## src/sv/drr_pkg.sv

```systemverilog
// Package for the deficit round robin scheduler: sizes, request codes, shared types.
// No dependencies.
`timescale 1ns / 1ps
`default_nettype none
package drr_pkg;
	localparam int NUM_CLASSES = 3;
	localparam int QUEUE_DEPTH = 1024;
	localparam int CLS_W = 2;
	localparam int PTR_W = $clog2(QUEUE_DEPTH);
	localparam int CNT_W = PTR_W + 1;
	localparam int DEF_W = 18;
	localparam int CFG_IDX_W = 3;
	localparam int ADDR_W = $clog2(NUM_CLASSES * QUEUE_DEPTH);
	localparam logic [DEF_W-1:0] DEFICIT_MAX = '1;

	typedef enum logic [CFG_IDX_W-1:0] {
		CFG_PORT_TWO = 3'd0,
		CFG_PORT_ONE = 3'd1,
		CFG_QUANT_ZERO = 3'd2,
		CFG_QUANT_ONE = 3'd3,
		CFG_QUANT_TWO = 3'd4,
		CFG_QUEUE_LIMIT = 3'd5
	} cfg_idx_t;

	typedef enum logic {
		REQ_ENQ = 1'b0,
		REQ_DEQ = 1'b1
	} req_t;

	typedef struct packed {
		req_t req;
		logic [CLS_W-1:0] cls;
		logic [15:0] len;
		logic [15:0] tag;
	} cmd_t;

	typedef struct packed {
		logic enq_accepted;
		logic out_valid;
		logic [15:0] out_tag;
		logic [15:0] out_len;
		logic [CLS_W-1:0] out_class;
	} res_t;

	typedef enum logic [2:0] {
		ST_IDLE,
		ST_ENQ,
		ST_RD,
		ST_EVAL,
		ST_POP,
		ST_OUT
	} state_t;
endpackage
`default_nettype wire

```

## src/sv/drr_front.sv

```systemverilog
// Front end: classifies requests by source port and queues commands.
// Depends on drr_pkg.
`timescale 1ns / 1ps
`default_nettype none
module drr_front (
	input wire logic clk,
	input wire logic arst_n,
	input wire logic in_valid,
	output logic in_ready,
	input wire logic req_type,
	input wire logic [15:0] src_port,
	input wire logic [15:0] pkt_len,
	input wire logic [15:0] pkt_tag,
	input wire logic [15:0] port_two,
	input wire logic [15:0] port_one,
	output logic cmd_valid,
	input wire logic cmd_ready,
	output drr_pkg::cmd_t cmd
);
	import drr_pkg::*;
	cmd_t q_mem_q [2];
	logic [1:0] cnt_q;
	logic rd_q, wr_q;
	cmd_t c;
	logic [CLS_W-1:0] cls;
	logic push, pop;

	always_comb begin
		if (src_port == port_two) cls = CLS_W'(2);
		else if (src_port == port_one) cls = CLS_W'(1);
		else cls = '0;
		if (cls > CLS_W'(NUM_CLASSES - 1)) cls = CLS_W'(NUM_CLASSES - 1);
		c.req = req_t'(req_type);
		c.cls = cls;
		c.len = pkt_len;
		c.tag = pkt_tag;
	end

	assign in_ready = cnt_q != 2'd2;
	assign cmd_valid = cnt_q != 2'd0;
	assign cmd = q_mem_q[rd_q];
	assign push = in_valid && in_ready;
	assign pop = cmd_valid && cmd_ready;

	always_ff @(posedge clk) begin
		if (push) q_mem_q[wr_q] <= c;
	end

	always_ff @(posedge clk or negedge arst_n) begin
		if (!arst_n) begin
			cnt_q <= '0;
			rd_q <= 1'b0;
			wr_q <= 1'b0;
		end else begin
			if (push) wr_q <= !wr_q;
			if (pop) rd_q <= !rd_q;
			cnt_q <= cnt_q + 2'(push) - 2'(pop);
		end
	end

	a_cnt: assert property (@(posedge clk) disable iff (!arst_n) cnt_q <= 2'd2)
		else $error("queue count overflow");
	a_nopush_full: assert property (@(posedge clk) disable iff (!arst_n)
		cnt_q == 2'd2 |-> !push) else $error("push into full queue");
	a_pop_dec: assert property (@(posedge clk) disable iff (!arst_n)
		pop && !push |=> cnt_q == $past(cnt_q) - 2'd1) else $error("pop count");
endmodule
`default_nettype wire

```

## config.mk

```make
export PLATFORM = sky130hd
export DESIGN_NAME = drr_front
export DESIGN_NICKNAME = d
export VERILOG_FILES = /design/src/sv/drr_pkg.sv /design/src/sv/drr_front.sv
export SDC_FILE = /design/constraint.sdc
export NUM_CORES = 1
export LEC_CHECK = 0
export BUFFER_PORTS_ARGS = -buffer_cell sky130_fd_sc_hd__buf_2
export CORE_ASPECT_RATIO = 0.75
export CORE_UTILIZATION = 35
export CTS_BUF_LIST = sky130_fd_sc_hd__clkbuf_4 sky130_fd_sc_hd__clkbuf_8
export CTS_CLUSTER_SIZE = 30
export DETAILED_ROUTE_END_ITERATION = 8
export PLACE_DENSITY_LB_ADDON = 0.12
export SLEW_MARGIN = 20
export SYNTH_ARGS = -nofsm -noshare
export SYNTH_HDL_FRONTEND = slang
export SYNTH_SLANG_ARGS = --single-unit
```

## constraint.sdc

```tcl
create_clock -name clk -period 5 [get_ports clk]
set_input_delay 0.75 -clock clk [delete_from_list [all_inputs] [get_ports clk]]
set_output_delay 0.75 -clock clk [all_outputs]
set_load 0.02 [all_outputs]
```

==> results of run 1 <==
==> cells in the final DEF, fill, tap and decap left out, types with 3 or more instances in the layout <==
| cell | count |
|---|---|
| buf_2 | 121 |
| clkbuf_8 | 9 |
| dfrtp_1 | 3 |
| edfxtp_1 | 70 |
| mux2_2 | 35 |
| nand2_1 | 4 |
| nand4_1 | 5 |
| nor2_1 | 3 |
| nor4_1 | 4 |
| xnor2_1 | 19 |
| xor2_1 | 16 |
==> power by group through the flow <==
| stage | logic (µW) | clock network [µW] | registers [µW] |
|---|---|---|---|
| 5_1_grt | 722 | 501 | 976 |
| 6_report | 671 | 458 | 951 |
| 3_5_place_dp | 685 | 0 | 970 |
| 3_3_place_gp | 684 | 0 | 968 |
| 4_1_cts | 687 | 477 | 957 |
| 2_1_floorplan | 519 | 0 | 895 |
==> layout make-up <==
class	count	area share
clock buffers	9	0.0308
well taps	108	0.0336
multi-input cells	97	0.217
flip-flops and latches	74	0.549
clock inverters	7	0.0190
repair buffers	121	0.151
==> logic make-up (layout without fill, tap and decap cells) <==
group,Yosys count,in the layout
buf+inv,4,137
fa+ha+maj,1,1
flops,74,74
simple gates,23,23
compound gates,3,3
mux,35,35
xor+xnor,35,35
==> critical path: cells and delay by family (launching register included) <==
kind                   cells  cell delay (ps)
DFF                        1              940
buffers and inverters      1              160
muxes                      1              430
==> flip-flops by register name (all words and copies together), names as in the netlist <==
name	count
cnt_q	2
wr_q	1
q_mem_q	70
rd_q	1
==> metrics by stage <==
step | total power [µW] | worst slack [ps] | util | cell area (µm²)
after detailed placement | 1650 | 2690 | 0.449 | 3820
after CTS | 2120 | 2300 | 0.473 | 4020
after global placement | 1650 | 2700 | 0.449 | 3820
final | 2080 | 2360 | 0.473 | 4020
after global routing | 2200 | 2230 | 0.473 | 4020
after floorplan | 1410 | 2260 | - | 3090
==> layer usage <==
layer | GRT usage | wire length [µm] | up-vias
met1 | 0.176 | 2700 | 867
li1 | - | - | 919
met4 | 0.0497 | 75 | 0
met5 | 0 | 0 | -
met3 | 0.0467 | 299 | 8
met2 | 0.212 | 2760 | 64
==> worst max-delay path by stage <==
stage	from	endpoint	depth (start not counted)
3_5_place_dp	rd_q	cmd[30]	2
6_report	rd_q	cmd[30]	2
3_3_place_gp	rd_q	cmd[30]	2
4_1_cts	rd_q	cmd[30]	2
5_1_grt	rd_q	cmd[30]	2
2_1_floorplan	in_valid	q_mem_q[0][0]	2
==> run_results.csv, run 1 <==
group,metric,value,unit
outcome,status,"completed",
clocking,path_clk_slew,70,ps
detailed_routing,wl_per_cell,14.0,µm
global_route,antenna_found_initial,0,
sta,setup_tns,0,ps
critical_path,timing.critical_path.slowest_stage_cell,"dfrtp_2",
power,pwr-share-seq,0.457,
detailed_routing,viasPerCell,4.47,
logic_synthesis,synth-seq-cells,74,
logic_synthesis,synth-async-reset-ratio,0.0541,
critical_path,reg2reg_from,"cnt_q[0]",
sta,finalHoldViolations,0,
power,power_frac_comb,0.323,
critical_path,worstPathArrival,1890,ps
logic_synthesis,synth-compound-area-share,0.00689,
logic_synthesis,synth_cell_types,21,
placed_design,place.gp.congestion,0.708,
critical_path,crit_type,"flop to output port",
clocking,clk_path_buf_depth,2,
cells_and_area,final_layout_size_suffix_gt1_frac,0.571,
critical_path,r2r_slack,3100,ps
critical_path,critPathMaxStageDelay,940,ps
critical_path,worst_setup_path_start_kind,"flop",
critical_path,crit_chain,"mux2_2 -> buf_2",
logic_synthesis,syn-mean-instance-area,17.6,µm²
sta,report.final.slew_viol_count,0,
cells_and_area,syn_to_final_growth,30.1,%
sta,worst_pin_slew,1020,ps
detailed_routing,firstDrtPassIters,4,
power,switching_share,0.338,
clocking,cts_tree,"yes",
critical_path,reg2reg_depth,3,
logic_synthesis,yosys.area.top_type,"edfxtp_1",
critical_path,cp-end-kind,"output port",
worst_hold_path,hp-class,"input pin to asynchronous set/reset pin",
global_route,grt_pass1_wl,9.41,mm
sta,maxSlewHeadroom,0.318,
cells_and_area,fillers,790,
cells_and_area,seq_area,2200,µm²
detailed_routing,ant_nets,0,
detailed_routing,dr_total_vias,1858,
die,initial_utilization,0.364,
die,ios,122,
logic_synthesis,synth.top_cell.area_share,0.681,
detailed_routing,drt_first_iter_violations,68,
cells_and_area,nNetsFinal,389,
power,p_leak,0.00157,µW
logic_synthesis,muxShareOfSynthArea,0.128,
logic_synthesis,synth_edf_count,70,
critical_path,r2r-end,"q_mem_q[0][16]",
logic_synthesis,synthAdderAreaFrac,0.00405,
power,power_frac_clock,0.220,
logic_synthesis,synthTopCellsByCount,"edfxtp_1, mux2_2, xnor2_1, xor2_1, nand4_1",
sta,rsz0062_at_grt,"no",
sta,skew,9.06,ps
detailed_routing,drc,0,
sta,setup_violations,0,
sta,min_period_over_period,0.527,
sta,hold-worst-slack,203,ps
logic_synthesis,synth_area_leaders,"edfxtp_1, mux2_2, xnor2_1",
die,die_w,110,µm
global_route,grtUsageTotal,0.136,
flow_run,cap_violations,0,
cells_and_area,diodes,0,
sta,fmax,0.379,GHz
clocking,cts_root_buf,"clkbuf_8",
global_route,grt_max_degree,37,
clocking,worst_skew_pair.late_latency,340,ps
logic_synthesis,syn-instance-count,175,
power,switchingPower,704,µW
global_route,grt_pass1_vias,1953,
detailed_routing,wirelength,5.84,mm
clocking,cts-resized-gates,0,
die,die_h,83.3,µm
cells_and_area,multi_input_area,872,µm²
power,vdd_ir_drop_max,0.286,mV
clocking,ctsHoldBuffers,0,
placed_design,io_buffers,121,
logic_synthesis,ys.flop_type,"edfxtp_1",
logic_synthesis,synth_top_family_by_area,"multiplexers",
critical_path,cp.required,4250,ps
cells_and_area,final-instance-count-excl-fill,416,
logic_synthesis,synth-xor-area-share,0.0993,
logic_synthesis,yosysSeqAreaShare,0.713,
logic_synthesis,synth_nets,261,
die,core,8490,µm²
clocking,post_cts_buffers,0,
clocking,cts_buffers,9,
logic_synthesis,yosys_warnings,0,
logic_synthesis,synth-simple-area-share,0.0417,
sta,period_needed,2640,ps
critical_path,cp_max_fo,36,
placed_design,dp.cells,400,
placed_design,dp_hpwl,4.05,mm
clocking,htreeDepth,3,
clocking,clock-sinks,74,
logic_synthesis,yosysMostFrequentCell,"edfxtp_1",
power,power_per_cell_area,518,nW/µm²
die,fp-row-count,29,
logic_synthesis,syn_area,3090,µm²
power,internal-power,1380,µW
global_route,grt_overflow,0,
die,dieArea,9210,µm²
(Power assumes the default switching activity.)
==> run 2, diff against run 1 <==
==> constraint.sdc (replaced) <==
create_clock -name clk -period 2.3 [get_ports clk]
set_input_delay 0.345 -clock clk [delete_from_list [all_inputs] [get_ports clk]]
set_output_delay 0.345 -clock clk [all_outputs]
set_load 0.02 [all_outputs]
==> run_results.csv, run 2 (synthesis gave the netlist of run 1 again) <==
group,metric,value,unit
detailed_routing,wl_per_cell,14.0,µm
die,die_w,110,µm
clocking,cts_buffers,9,
clocking,htreeDepth,3,
critical_path,reg2reg_depth,4,
sta,fmax,0.502,GHz
detailed_routing,firstDrtPassIters,4,
cells_and_area,nNetsFinal,395,
cells_and_area,fillers,778,
sta,min_period_over_period,0.867,
cells_and_area,reg_top3,"q_mem_q (70), cnt_q (2)",
power,vdd_ir_drop_max,0.473,mV
critical_path,cp-end-kind,"output port",
power,switching_share,0.322,
clocking,clk_path_buf_depth,2,
power,switchingPower,1500,µW
global_route,grt_overflow,0,
clocking,cts_root_buf,"clkbuf_8",
die,core,8490,µm²
critical_path,cp_max_fo,25,
cells_and_area,diodes,0,
critical_path,worst_setup_path_start_kind,"flop",
clocking,post_cts_buffers,0,
outcome,status,"completed",
power,power_frac_clock,0.229,
critical_path,worstPathArrival,1650,ps
die,dieArea,9210,µm²
sta,maxSlewHeadroom,0.760,
global_route,antenna_found_initial,0,
clocking,clock-sinks,74,
detailed_routing,viasPerCell,4.55,
power,power,4680,µW
global_route,grt_pass1_vias,1971,
sta,worst_pin_slew,356,ps
clocking,cts_tree,"yes",
placed_design,io_buffers,121,
detailed_routing,wirelength,5.92,mm
detailed_routing,drc,0,
sta,rsz0062_at_grt,"no",
detailed_routing,drt_first_iter_violations,57,
flow_run,cap_violations,0,
critical_path,crit_type,"flop to output port",
global_route,grt_max_degree,26,
die,ios,122,
cells_and_area,top_register,"q_mem_q",
global_route,grt_pass1_wl,9.63,mm
placed_design,place.gp.congestion,0.764,
cells_and_area,final_layout_size_suffix_gt1_frac,0.580,
clocking,path_clk_slew,80,ps
clocking,cts-resized-gates,0,
sta,report.final.slew_viol_count,0,
detailed_routing,ant_nets,0,
clocking,worst_skew_pair.late_latency,340,ps
power,internal-power,3180,µW
detailed_routing,dr_total_vias,1922,
die,die_h,83.3,µm
sta,skew,10.4,ps
cells_and_area,final_cell_mix,"buf_2, edfxtp_1, mux2_2",
power,p_leak,0.00162,µW
power,power_per_cell_area,1140,nW/µm²
critical_path,cp.required,1960,ps
power,power_frac_comb,0.348,
sta,period_needed,1990,ps
die,initial_utilization,0.364,
global_route,grtUsageTotal,0.136,
die,fp-row-count,29,
worst_hold_path,hp-class,"input pin to flop",
cells_and_area,syn_to_final_growth,32.6,%
sta,setup_tns,0,ps
placed_design,dp_hpwl,4.35,mm
cells_and_area,layout_commonest_cell,"buf_2",
sta,finalHoldViolations,0,
worst_hold_path,hold_depth,1,
sta,setup_violations,0,
power,pwr-share-seq,0.423,
cells_and_area,largest_reg_flops,70,
-- run 2: cell count changes in the layout (fill, tap and decap cells not counted), moves of 2 or more --
cell	change
buf_4	+4
clkbuf_4	+2
clkinv_2	+2
inv_6	-2
-- run 2: area by class of cell --
cell class              instances  area (µm²)  share of cell area
repair buffers                127         666               0.163
well taps                     108         135              0.0330
multi-input cells              97         872               0.213
clock buffers                  11         139              0.0339
flip-flops and latches         74        2200               0.538
clock inverters                 5        78.8              0.0193
-- run 2: worst paths after layout --
path / start / slack, ps / endpoint
min in group asynchronous: arst_n / 340 / wr_q
min: pkt_tag[1] / 190 / q_mem_q[1][1]
max reg2reg: cnt_q[0] / 800 / q_mem_q[0][12]
max: rd_q / 310 / cmd[1]
min reg2reg: wr_q / 560 / wr_q
max in group asynchronous: arst_n / 1800 / rd_q
-- run 2: what timing repair did --
item / in CTS / in global routing
endpoints found under the hold margin: 4 / 0
hold buffers: 1 / 0
setup endpoints to repair: 0 / 0
-- run 2: metrics by stage --
step / hold WS, ps / std cells / area (µm²) / utilization / setup slack, ps
after detailed placement: 171 / 405 / 3870 / 0.455 / 638
final: 194 / 422 / 4090 / 0.482 / 306
after global placement: 166 / 405 / 3870 / 0.455 / 642
after floorplan: 49.4 / 175 / 3090 / - / 162
after CTS: 169 / 422 / 4090 / 0.482 / 263
after global routing: 159 / 422 / 4090 / 0.482 / 200
-- run 2: metal layers --
metal	part of all wire	track usage	vias to the layer above
met5	0	0	-
met4	0.0096	0.0509	0
met3	0.061	0.0518	6
met2	0.49	0.225	82
met1	0.44	0.162	900
li1	-	-	934
-- run 2: power by group through the flow --
| stage | combinational, µW | clock (µW) | sequential, µW |
|---|---|---|---|
| 2_1_floorplan | 1130 | 0 | 1940 |
| 3_3_place_gp | 1640 | 0 | 2010 |
| 3_5_place_dp | 1650 | 0 | 2010 |
| 4_1_cts | 1660 | 1110 | 1990 |
| 5_1_grt | 1750 | 1160 | 2020 |
| 6_report | 1630 | 1070 | 1980 |
-- run 2: critical path: stages (launching register included) --
cell     delay (ps)
dfrtp_2         550
buf_12          240
mux2_2          360
buf_2           160
